[src/hw/rtl/hrp_pkg.sv]
package hrp_pkg;

    localparam logic [7:0] COLON_CHAR = 8'h3A;
    localparam logic [7:0] BYTE_MASK  = 8'hff;
    localparam logic [7:0] TYPE_EOF   = 8'h01;

    typedef struct packed {
        logic [7:0] character;
        logic       end_of_stream;
    } in_word_t;

    typedef struct packed {
        logic [2:0]  kind;
        logic [15:0] byte_address;
        logic [7:0]  data_byte;
        logic [7:0]  record_type;
        logic [7:0]  record_length;
    } out_word_t;

    typedef enum logic [2:0] {
        KIND_DATA = 3'd0,
        KIND_OK   = 3'd1,
        KIND_CSUM = 3'd2,
        KIND_FMT  = 3'd3,
        KIND_EOF  = 3'd4
    } kind_t;

    typedef enum logic [2:0] {
        TK_SPACE,
        TK_COLON,
        TK_HEX,
        TK_OTHER,
        TK_EOS
    } tok_class_t;

    typedef struct packed {
        tok_class_t cls;
        logic [3:0] digit;
    } token_t;

    typedef enum logic [2:0] {
        PH_WAIT = 3'd0,
        PH_LEN  = 3'd1,
        PH_ADDR = 3'd2,
        PH_TYPE = 3'd3,
        PH_DATA = 3'd4,
        PH_SUM  = 3'd5,
        PH_SKIP = 3'd6
    } phase_t;

endpackage

[src/hw/rtl/hrp_front.sv]
module hrp_front
(
    input  logic              clk,
    input  logic              rst_n,
    input  logic              push,
    output logic              full,
    input  hrp_pkg::in_word_t in_data,
    output logic              tok_valid,
    output hrp_pkg::token_t   tok,
    input  logic              tok_pop
);

    hrp_pkg::token_t tok_cls;
    hrp_pkg::token_t entry_reg [2];
    logic [1:0]      count_reg;
    logic [1:0]      count_next;
    logic            wr_ptr_reg;
    logic            rd_ptr_reg;
    logic            do_push;
    logic            do_pop;
    logic [7:0]      c;

    assign c = in_data.character;

    // character classification; hex value is only meaningful for TK_HEX
    always_comb
    begin
        tok_cls.digit = 4'd0;
        if (in_data.end_of_stream)
        begin
            tok_cls.cls = hrp_pkg::TK_EOS;
        end
        else if (c == 8'h20 || (c >= 8'h09 && c <= 8'h0D))
        begin
            tok_cls.cls = hrp_pkg::TK_SPACE;
        end
        else if (c == hrp_pkg::COLON_CHAR)
        begin
            tok_cls.cls = hrp_pkg::TK_COLON;
        end
        else if (c >= 8'h30 && c <= 8'h39)
        begin
            tok_cls.cls   = hrp_pkg::TK_HEX;
            tok_cls.digit = c[3:0];
        end
        else if ((c >= 8'h41 && c <= 8'h46) || (c >= 8'h61 && c <= 8'h66))
        begin
            tok_cls.cls   = hrp_pkg::TK_HEX;
            tok_cls.digit = 4'(c[2:0] + 3'd1) + 4'd8;
        end
        else
        begin
            tok_cls.cls = hrp_pkg::TK_OTHER;
        end
    end

    assign full      = (count_reg == 2'd2);
    assign tok_valid = (count_reg != 2'd0);
    assign tok       = entry_reg[rd_ptr_reg];
    assign do_push   = push && !full;
    assign do_pop    = tok_pop && tok_valid;

    always_comb
    begin
        count_next = count_reg;
        if (do_push && !do_pop)
        begin
            count_next = count_reg + 2'd1;
        end
        else if (do_pop && !do_push)
        begin
            count_next = count_reg - 2'd1;
        end
    end

    always_ff @(posedge clk or negedge rst_n)
    begin
        if (!rst_n)
        begin
            count_reg  <= 2'd0;
            wr_ptr_reg <= 1'b0;
            rd_ptr_reg <= 1'b0;
        end
        else
        begin
            count_reg <= count_next;
            if (do_push)
            begin
                wr_ptr_reg <= !wr_ptr_reg;
            end
            if (do_pop)
            begin
                rd_ptr_reg <= !rd_ptr_reg;
            end
        end
    end

    always_ff @(posedge clk)
    begin
        if (do_push)
        begin
            entry_reg[wr_ptr_reg] <= tok_cls;
        end
    end

endmodule

[src/hw/rtl/hrp_back.sv]
module hrp_back
(
    input  logic               clk,
    input  logic               rst_n,
    input  logic               tok_valid,
    input  hrp_pkg::token_t    tok,
    output logic               tok_pop,
    output logic               empty,
    input  logic               pop,
    output hrp_pkg::out_word_t out_data
);

    hrp_pkg::phase_t    phase_reg,   phase_next;
    logic [1:0]         cnt_reg,     cnt_next;
    logic [11:0]        partial_reg, partial_next;
    logic [7:0]         length_reg,  length_next;
    logic [15:0]        addr_reg,    addr_next;
    logic [7:0]         type_reg,    type_next;
    logic [7:0]         sum_reg,     sum_next;
    logic [7:0]         offset_reg,  offset_next;
    logic               halted_reg,  halted_next;

    hrp_pkg::out_word_t res;
    logic               res_valid;
    hrp_pkg::kind_t     res_kind;
    logic               take;
    logic [15:0]        value;
    logic [7:0]         byte_val;
    logic [1:0]         last_cnt;
    logic [7:0]         sum_chk;
    logic [7:0]         offset_inc;

    hrp_pkg::out_word_t entry_reg [2];
    logic [1:0]         count_reg;
    logic [1:0]         count_next;
    logic               wr_ptr_reg;
    logic               rd_ptr_reg;
    logic               res_full;
    logic               do_pop;

    assign res_full = (count_reg == 2'd2);
    assign take     = tok_valid && !res_full;
    assign tok_pop  = take;

    assign value      = {partial_reg, tok.digit};
    assign byte_val   = value[7:0];
    assign last_cnt   = (phase_reg == hrp_pkg::PH_ADDR) ? 2'd3 : 2'd1;
    assign sum_chk    = sum_reg + byte_val;
    assign offset_inc = offset_reg + 8'd1;

    always_comb
    begin
        phase_next   = phase_reg;
        cnt_next     = cnt_reg;
        partial_next = partial_reg;
        length_next  = length_reg;
        addr_next    = addr_reg;
        type_next    = type_reg;
        sum_next     = sum_reg;
        offset_next  = offset_reg;
        halted_next  = halted_reg;
        res_valid    = 1'b0;
        res_kind     = hrp_pkg::KIND_FMT;

        if (take && !halted_reg)
        begin
            if (tok.cls == hrp_pkg::TK_EOS)
            begin
                halted_next = 1'b1;
                res_valid   = 1'b1;
            end
            else
            begin
                unique case (phase_reg) inside
                    hrp_pkg::PH_WAIT:
                    begin
                        if (tok.cls == hrp_pkg::TK_COLON)
                        begin
                            length_next  = 8'd0;
                            addr_next    = 16'd0;
                            type_next    = 8'd0;
                            sum_next     = 8'd0;
                            offset_next  = 8'd0;
                            cnt_next     = 2'd0;
                            partial_next = 12'd0;
                            phase_next   = hrp_pkg::PH_LEN;
                        end
                        else if (tok.cls != hrp_pkg::TK_SPACE)
                        begin
                            halted_next = 1'b1;
                            res_valid   = 1'b1;
                        end
                    end
                    hrp_pkg::PH_LEN, hrp_pkg::PH_ADDR, hrp_pkg::PH_TYPE,
                    hrp_pkg::PH_DATA, hrp_pkg::PH_SUM:
                    begin
                        if (tok.cls != hrp_pkg::TK_HEX)
                        begin
                            halted_next = 1'b1;
                            res_valid   = 1'b1;
                        end
                        else if (cnt_reg != last_cnt)
                        begin
                            cnt_next     = cnt_reg + 2'd1;
                            partial_next = value[11:0];
                        end
                        else
                        begin
                            cnt_next     = 2'd0;
                            partial_next = 12'd0;
                            unique case (phase_reg)
                                hrp_pkg::PH_LEN:
                                begin
                                    length_next = byte_val;
                                    sum_next    = sum_chk;
                                    phase_next  = hrp_pkg::PH_ADDR;
                                end
                                hrp_pkg::PH_ADDR:
                                begin
                                    addr_next  = value;
                                    sum_next   = sum_reg + value[15:8] + value[7:0];
                                    phase_next = hrp_pkg::PH_TYPE;
                                end
                                hrp_pkg::PH_TYPE:
                                begin
                                    type_next = byte_val;
                                    sum_next  = sum_chk;
                                    if (byte_val == hrp_pkg::TYPE_EOF)
                                    begin
                                        halted_next = 1'b1;
                                        res_valid   = 1'b1;
                                        res_kind    = hrp_pkg::KIND_EOF;
                                    end
                                    else if (length_reg == 8'd0)
                                    begin
                                        halted_next = 1'b1;
                                        res_valid   = 1'b1;
                                    end
                                    else
                                    begin
                                        phase_next = hrp_pkg::PH_DATA;
                                    end
                                end
                                hrp_pkg::PH_DATA:
                                begin
                                    sum_next    = sum_chk;
                                    offset_next = offset_inc;
                                    res_valid   = 1'b1;
                                    res_kind    = hrp_pkg::KIND_DATA;
                                    if (offset_inc == length_reg)
                                    begin
                                        phase_next = hrp_pkg::PH_SUM;
                                    end
                                end
                                default:
                                begin
                                    sum_next  = sum_chk;
                                    res_valid = 1'b1;
                                    if (sum_chk != 8'd0)
                                    begin
                                        halted_next = 1'b1;
                                        res_kind    = hrp_pkg::KIND_CSUM;
                                    end
                                    else
                                    begin
                                        res_kind   = hrp_pkg::KIND_OK;
                                        phase_next = hrp_pkg::PH_SKIP;
                                    end
                                end
                            endcase
                        end
                    end
                    default:
                    begin
                        // trailing text after the checksum
                        if (tok.cls == hrp_pkg::TK_SPACE)
                        begin
                            phase_next = hrp_pkg::PH_WAIT;
                        end
                    end
                endcase
            end
        end
    end

    always_comb
    begin
        res.kind          = res_kind;
        res.record_type   = type_next;
        res.record_length = length_next;
        if (res_kind == hrp_pkg::KIND_DATA)
        begin
            res.byte_address = addr_reg + {8'd0, offset_reg};
            res.data_byte    = byte_val;
        end
        else
        begin
            res.byte_address = addr_next;
            res.data_byte    = 8'd0;
        end
    end

    always_ff @(posedge clk or negedge rst_n)
    begin
        if (!rst_n)
        begin
            phase_reg   <= hrp_pkg::PH_WAIT;
            cnt_reg     <= 2'd0;
            partial_reg <= 12'd0;
            length_reg  <= 8'd0;
            addr_reg    <= 16'd0;
            type_reg    <= 8'd0;
            sum_reg     <= 8'd0;
            offset_reg  <= 8'd0;
            halted_reg  <= 1'b0;
        end
        else
        begin
            phase_reg   <= phase_next;
            cnt_reg     <= cnt_next;
            partial_reg <= partial_next;
            length_reg  <= length_next;
            addr_reg    <= addr_next;
            type_reg    <= type_next;
            sum_reg     <= sum_next;
            offset_reg  <= offset_next;
            halted_reg  <= halted_next;
        end
    end

    // two-word result queue
    assign empty    = (count_reg == 2'd0);
    assign out_data = entry_reg[rd_ptr_reg];
    assign do_pop   = pop && !empty;

    always_comb
    begin
        count_next = count_reg;
        if (res_valid && !do_pop)
        begin
            count_next = count_reg + 2'd1;
        end
        else if (do_pop && !res_valid)
        begin
            count_next = count_reg - 2'd1;
        end
    end

    always_ff @(posedge clk or negedge rst_n)
    begin
        if (!rst_n)
        begin
            count_reg  <= 2'd0;
            wr_ptr_reg <= 1'b0;
            rd_ptr_reg <= 1'b0;
        end
        else
        begin
            count_reg <= count_next;
            if (res_valid)
            begin
                wr_ptr_reg <= !wr_ptr_reg;
            end
            if (do_pop)
            begin
                rd_ptr_reg <= !rd_ptr_reg;
            end
        end
    end

    always_ff @(posedge clk)
    begin
        if (res_valid)
        begin
            entry_reg[wr_ptr_reg] <= res;
        end
    end

endmodule

[src/hw/rtl/hex_record_parser.sv]
// Intel HEX record parser, one character word per cycle while full is low.
// Path: a taken character is classified into the token queue; the parser step
// reads it from the queue head and writes any result into the result queue,
// whose head drives out_data.
// Throughput: one character per cycle while the token and result queues have room.
// Reset (rst_n low, async): both queues empty, parser waits for a colon, not halted.
module hex_record_parser
(
    input  logic               clk,
    input  logic               rst_n,
    input  logic               push,
    output logic               full,
    input  hrp_pkg::in_word_t  in_data,
    output logic               empty,
    input  logic               pop,
    output hrp_pkg::out_word_t out_data
);

    logic            tok_valid;
    logic            tok_pop;
    hrp_pkg::token_t tok;

    hrp_front u_front
    (
        .clk       (clk),
        .rst_n     (rst_n),
        .push      (push),
        .full      (full),
        .in_data   (in_data),
        .tok_valid (tok_valid),
        .tok       (tok),
        .tok_pop   (tok_pop)
    );

    hrp_back u_back
    (
        .clk       (clk),
        .rst_n     (rst_n),
        .tok_valid (tok_valid),
        .tok       (tok),
        .tok_pop   (tok_pop),
        .empty     (empty),
        .pop       (pop),
        .out_data  (out_data)
    );

endmodule

[config.mk]
export PLATFORM = sky130hd
export DESIGN_NAME = hex_record_parser
export DESIGN_NICKNAME = d
export VERILOG_FILES = /design/src/hw/rtl/hrp_pkg.sv /design/src/hw/rtl/hrp_front.sv /design/src/hw/rtl/hrp_back.sv /design/src/hw/rtl/hex_record_parser.sv
export SDC_FILE = /design/constraint.sdc
export NUM_CORES = 1
export LEC_CHECK = 0
export BUFFER_PORTS_ARGS = -buffer_cell sky130_fd_sc_hd__buf_2
export CORE_UTILIZATION = 55
export DETAILED_ROUTE_END_ITERATION = 12
export GPL_TIMING_DRIVEN = 0
export PLACE_DENSITY_LB_ADDON = 0.05
export SLEW_MARGIN = 40
export SYNTH_ARGS = -nofsm -noshare
export SYNTH_HDL_FRONTEND = slang
export SYNTH_SLANG_ARGS = --single-unit
[constraint.sdc]
create_clock -name clk -period 4.3 [get_ports clk]
set_clock_uncertainty 0.1 [all_clocks]
set_input_delay 0.86 -clock clk [delete_from_list [all_inputs] [get_ports clk]]
set_output_delay 0.86 -clock clk [all_outputs]
set_load 0.01 [all_outputs]
== After elaboration in Yosys (flattened, before gate mapping) ==
Memories as Yosys holds them, arrays and structs flattened.
Cells that the tools add are included.

* Bits in registers: 74
* Bits in writable memories: 100
* Output and inout port bits: 45
* Memories kept: 2

{| class="wikitable"
|+ Memory list
! name !! words !! bits a word !! read ports !! clocked after memory_dff !! wr ports !! RTL line !! source
|-
| u_back.entry_reg || 2 || 43 || 1 || 0 || 1 || hrp_back.sv:33 || <nowiki>hrp_pkg::out_word_t entry_reg [2];</nowiki>
|-
| u_front.entry_reg || 2 || 7 || 1 || 0 || 1 || hrp_front.sv:14 || <nowiki>hrp_pkg::token_t entry_reg [2];</nowiki>
|}

* Add/sub/neg operators: 12
* Magnitude comparators: 8
* Equality and inequality tests: 29
* Mux-type cells: 95
* Bitwise logic cells: 1
* Reduce and logical (&&, ||, !) cells: 48

{| class="wikitable"
|+ Operator list
! cell !! count
|-
| two-way mux 8 bit || 19
|-
| two-way mux 16 bit || 6
|-
| one-hot mux 8 bit (2 select lines) || 4
|-
| two-way mux 3 bit || 17
|-
| two-way mux 12 bit || 3
|-
| one-hot mux 16 bit (2 select lines) || 1
|-
| adder 8 bit || 3
|-
| two-way mux 24 bit || 1
|-
| one-hot mux 12 bit (2 select lines) || 1
|-
| two-way mux 1 bit || 21
|-
| two-way mux 2 bit || 9
|-
| adder 16 x 8 -> 16 bit || 1
|-
| equality test 8 x 6 -> 1 bit (second input constant) || 2
|-
| greater-or-equal comparator 8 x 7 -> 1 bit (second input constant) || 2
|-
| <= comparator 8 x 7 -> 1 bit (second input constant) || 2
|-
| two-way mux 4 bit || 4
|-
| logical AND 1 bit || 13
|-
| logical NOT 1 bit || 12
|-
| one-hot mux 3 bit (4 select lines) || 1
|-
| AND reduction 10 bit || 1
|-
| equality test 3 bit (second input constant) || 3
|-
| logical NOT 3 bit || 3
|-
| inequality test 3 x 2 -> 1 bit (second input constant) || 3
|-
| inequality test 3 bit (second input constant) || 3
|-
| other kinds (40) || 58
|}

== Longest topological paths before layout ==
* Word-level depth: 13
* Mapped depth: 15
* Mapped depth without buffers: 13

== Hierarchy ==
Synthesis repeated with hierarchy kept, for this count alone.

* Cells, all modules: 757
* Area total of the unflattened synthesis: 8951.1 µm²

{| class="wikitable"
|+ Modules (own cells, without submodules)
! module !! instances !! cells an instance !! area an instance (µm²)
|-
| hrp_back || 1 || 677 || 7955.1
|-
| hrp_front || 1 || 80 || 996.0
|}

== Least setup slack after synthesis ==
Ideal clock, no wire load.

* Kind: register -> register
* From: reg u_back.partial_reg[3]
* To: mem u_back.entry_reg[0][0] (netlist name) (enable)
* Library setup time: 0.444 ns
* Arrival: 3.596 ns
* Required time: 3.756 ns
* Setup slack: 0.160 ns
* Cell stages (with the launch flop): 8
* Path buffers: 1
* Period minus slack after synthesis: 4.140 ns
* Path through: dfrtp_1 -> clkbuf_1 -> or4_1 -> nor4_1 -> nor3_1 -> nor3_1 -> o21ai_0 -> nor2_1

* Cells in the longest elaborated chain, start to end: 10

{| class="wikitable"
|+ RTL lines
! element !! RTL line !! source
|-
| from (decl) || hrp_back.sv:15 || <nowiki>logic [11:0] partial_reg, partial_next;</nowiki>
|-
| from (signal assigned) || hrp_back.sv:221 || <nowiki>partial_reg <= partial_next;</nowiki>
|-
| equality test 8 x 1 -> 1 bit || hrp_back.sv:128 || <nowiki>if (byte_val == hrp_pkg::TYPE_EOF)</nowiki>
|-
| two-way mux 1 bit || hrp_back.sv:128 ||
|-
| one-hot mux 1 bit (2 select lines) || hrp_back.sv:111 || <nowiki>unique case (phase_reg)</nowiki>
|-
| two-way mux 1 bit || hrp_back.sv:102 || <nowiki>else if (cnt_reg != last_cnt)</nowiki>
|-
| two-way mux 1 bit || hrp_back.sv:97 || <nowiki>if (tok.cls != hrp_pkg::TK_HEX)</nowiki>
|-
| one-hot mux 1 bit (2 select lines) || hrp_back.sv:74 || <nowiki>unique case (phase_reg) inside</nowiki>
|-
| two-way mux 1 bit || hrp_back.sv:67 || <nowiki>if (tok.cls == hrp_pkg::TK_EOS)</nowiki>
|-
| two-way mux 1 bit || hrp_back.sv:65 || <nowiki>if (take && !halted_reg)</nowiki>
|-
| two-way mux 1 bit || hrp_back.sv:273 || <nowiki>if (res_valid)</nowiki>
|-
| two-way mux 1 bit (not written as such) || hrp_back.sv:275 || <nowiki>entry_reg[wr_ptr_reg] <= res;</nowiki>
|-
| to (decl) || hrp_back.sv:33 ||
|}

No other way between the ends.

== Final worst setup path ==
* From: reg u_front.rd_ptr_reg
* To: reg u_back.phase_reg[1]

* Cells in the longest elaborated chain, start to end: 5

{| class="wikitable"
|+ RTL lines
! element !! RTL line !! source
|-
| from (decl) || hrp_front.sv:18 || <nowiki>logic rd_ptr_reg;</nowiki>
|-
| from (signal assigned) || hrp_front.sv:93 || <nowiki>rd_ptr_reg <= !rd_ptr_reg;</nowiki>
|-
| memory (2 x 7 bit) * || - ||
|-
| adder 8 bit || hrp_back.sv:48 || <nowiki>assign sum_chk = sum_reg + byte_val;</nowiki>
|-
| nonzero test 8 bit || hrp_back.sv:159 || <nowiki>if (sum_chk != 8'd0)</nowiki>
|-
| inequality test 6 x 2 -> 1 bit (no line) || - ||
|-
| AND reduction 10 bit (no line) * || - ||
|-
| to (signal assigned) || hrp_back.sv:207 || <nowiki>phase_reg <= hrp_pkg::PH_WAIT;</nowiki>
|-
| to (signal assigned) || hrp_back.sv:219 || <nowiki>phase_reg <= phase_next;</nowiki>
|-
| to (decl) || hrp_back.sv:13 || <nowiki>hrp_pkg::phase_t phase_reg, phase_next;</nowiki>
|}

Every way passes the cells marked *; elsewhere a longest branch is shown, timed or not.
A chain may end at the register's enable or synchronous reset.

==> metrics.md <==
| Metric | Value |
|---|---|
| Final Hold Slack | `0.212 ns` |
| Global-route wire length before repair | `32.8 mm` |
| Seq/Total Area, Yosys | `54.1%` |
| Final instance area | `0.0103 sq mm` |
| Die Area | `0.0168 sq mm` |
| Clock-pin slew on the worst setup and hold paths | `0.07 ns` |
| Ys flop type | `edfxtp_1` |
| Post-synth EDFFs | `100` |
| Post-DP HPWL | `14.7 mm` |
| Crit end category | `flip-flop` |
| CP arrival | `4.33 ns` |
| Share of the synthesized area in the top cell type | `33.5%` |
| Pwr Density | `478 mW/mm^2` |
| Final hold violations | `0` |
| Number of H-tree levels | `4` |
| DR WL/cell | `19.0 microns` |
| Overflow after GRT | `0` |
| Largest net degree at the start of global routing | `39` |
| Placed cells | `1047` |
| TritonCTS Sinks | `174` |
| Via density per instance | `5.92` |
| Leakage power | `4.29 nW` |
| Vias | `6413` |
| Area of placed instances | `0.00966 sq mm` |
| Top delay family on crit path | `simple AND/OR/NAND/NOR gates` |
| Post-Synthesis Mean Instance Area | `11.7 sq um` |
| Final setup violation count | `0` |
| Diode count | `0` |
| Mapped Cells | `770` |
| Fmax achieved | `0.243 GHz` |
| DR pass1 iterations | `8` |
| Crit Path Max Fanout | `10` |
| CP peak stage delay | `0.70 ns` |
| Library cells used by synthesis | `67` |
| DRC Markers | `0` |
| Die Span Y | `130 microns` |
| Input/output buffers | `56` |
| Place WS | `-0.0896 ns` |
| Syn Nets | `822` |
| Ys async rst share | `42.5%` |
| Req. time, crit path | `4.51 ns` |
| Mapped Area | `0.00897 sq mm` |
| Routed Antenna Nets | `0` |
| I/O pin count | `58` |
| CTS root buffer | `clkbuf_16` |
| WP buf/inv | `3` |
| Reg2reg setup slack | `0.18 ns` |
| Slew Viols, Final | `0` |
| Crit path time final | `4.12 ns` |
| GPL Wtd Cong | `0.879` |
| Drt total wl | `20.6 mm` |
| Reg area | `0.00485 sq mm` |
| Synthesis Warnings | `0` |
| Cell taking the most area after synthesis | `edfxtp_1` |
| Multi-input gate area | `0.00395 sq mm` |
| Fin nets | `907` |
| Cell chain of the critical path | `buf_6 -> buf_2 -> mux2i_4 -> clkinvlp_4 -> ha_1 -> fa_1 -> a211o_1 -> nand3_1 -> nand3b_1 -> or4_1 -> o21ai_2 -> nand2_1 -> o31ai_1` |
| Worst setup margin | `0.177 ns` |
| Number of buffers created by CTS | `17` |
| Num rows | `46` |
| Rel. slew slack | `46.4%` |
| Period utilization | `95.9%` |
| Worst vdd ir | `362 uV` |
| DRT iter0 DRCs | `530` |
| Vias in the first global route | `6283` |
| Max-cap violations | `0` |
| Setup crit start kind | `flip-flop` |
| Slew @ Worst Pin | `0.803 ns` |
| Yosys reg bits | `174` |
| Synth top area cells | `edfxtp_1 (33%), dfrtp_1 (21%), mux2_2 (6.4%), ha_1 (4.0%), nand2_1 (3.8%)` |
| Antenna violations before repair | `0` |
| Total core area | `0.0159 sq mm` |
| Clock buffer depth | `2` |
| Synth-to-layout area growth | `14.9%` |
| Non-Filler Instances | `1084` |
| CTS tree | `yes` |
| Worst skew pair latency | `0.44 ns` |
| Worst min-delay path category | `in -> async` |
| Max FFs per register | `86` |
| Die X | `130 microns` |
| Slowest-stage cell, CP | `or4_1` |
| Layout cells sized above 1 | `20.9%` |
| Status | `completed` |
| GRT Overall Usage | `26.2%` |
| Fillers | `1287` |
| Kind of critical path | `reg -> reg` |
| Initial Utilization | `56.5%` |
[worst paths after layout]
path / cells after the start / endpoint / start
max: 13 / u_back.phase_reg[1] / u_front.rd_ptr_reg
min: 1 / u_back.addr_reg[6] / rst_n
max reg2reg: 13 / u_back.phase_reg[1] / u_front.rd_ptr_reg
min reg2reg: 1 / u_front.wr_ptr_reg / u_front.wr_ptr_reg
max in group asynchronous: 2 / u_back.addr_reg[10] / rst_n
min in group clk: 1 / u_front.wr_ptr_reg / u_front.wr_ptr_reg
[what timing repair did]
| item | 4_1_cts | 5_1_grt |
|---|---|---|
| gates cloned | 0 | 0 |
| endpoints found under the setup margin | 3 | 7 |
| setup buffers | 0 | 5 |
| hold buffers | 0 | 0 |
| gates resized for setup | 1 | 3 |
[power breakdown]
group	switching, mW	leakage (nW)	internal [mW]
combinational	0.834	2.04	0.624
clock	0.710	0.286	0.828
sequential	0.0858	1.96	1.85
total	1.63	4.29	3.30
[Yosys cell counts, drive strengths merged, types with 3 or more instances]
cell type and instances:
mux2 52, fa 10, o22ai 3, a211oi 5
clkbuf 14, a21o 8, ha 29, nor4 5
xnor2 26, o21ai 57, nor3b 3, edfxtp 100
and3 7, o211ai 5, a21oi 30, or4 4
a221oi 3, o311ai 4, nand3 19, a22o 26
a31oi 5, nand2 92, nor2 44, dfrtp 74
nor3 13, buf 13, xor2 13, or2 6
nand2b 4, o31ai 12, and2 10, o21a 5
nor2b 7, inv 24, or3 6, mux2i 6
[placed cells by master (no fill, tap or decap), drive strengths merged, types with 4 or more instances in the layout]
cell and count:
a31oi 5, mux2 52, or2 6, o311ai 4
nand2b 4, a21oi 30, o31ai 12, a22o 26
nor2b 7, or4 4, dfrtp 74, nor4 5
fa 10, or3 6, inv 32, xnor2 26
buf 79, mux2i 6, clkbuf 31, a211oi 5
and3 7, nor2 44, o211ai 5, and2 10
nand3 19, o21a 5, nor3 13, a21o 8
xor2 13, edfxtp 100, ha 29, o21ai 57
nand2 92
[worst register-to-register path, stage by stage, from the launching register on]
cell,delay (ns)
dfrtp_1,0.35
buf_6,0.12
buf_2,0.25
mux2i_4,0.36
clkinvlp_4,0.25
ha_1,0.28
fa_1,0.41
a211o_1,0.31
nand3_1,0.08
nand3b_1,0.14
or4_1,0.70
o21ai_2,0.22
nand2_1,0.08
o31ai_1,0.35
[layout make-up]
type | instances | area share (%)
Tap cell | 216 | 2.62
Clock inverter | 15 | 1.63
Buffer | 27 | 1.24
Inverter | 24 | 0.910
Clock buffer | 17 | 4.12
Multi-Input combinational cell | 545 | 38.3
Timing Repair Buffer | 66 | 4.16
Sequential cell | 174 | 47.1
[metrics by stage]
stage	TNS, ns	power, mW	util (%)
floorplan	0	2.92	-
global placement	-136.97	3.34	60.0
detailed placement	-0.0896	3.38	60.8
CTS	0	4.92	64.5
global route	-0.0291	5.18	64.9
finish	0	4.93	64.9
[metal layers]
| metal | up-vias | GRT usage, % | routed length [microns] |
|---|---|---|---|
| li1 | 3027 | - | - |
| met4 | 0 | 9.23 | 410 |
| met5 | - | 0 | 0 |
| met2 | 184 | 43.6 | 10000 |
| met3 | 36 | 5.95 | 1010 |
| met1 | 3166 | 33.9 | 9130 |
[logic make-up after synthesis]
group                      count (synthesis)  share of synthesized area, %
AOI/OAI and AO/OA                        181                          13.5
xor gates and xnor gates                  39                          3.81
adders and majority gates                 39                          6.27
buffers and inverters                     51                          2.43
DFF                                      174                          54.1
muxes                                     58                          7.24
and+or+nand+nor                          228                          12.7
(Power assumes the default switching activity.)
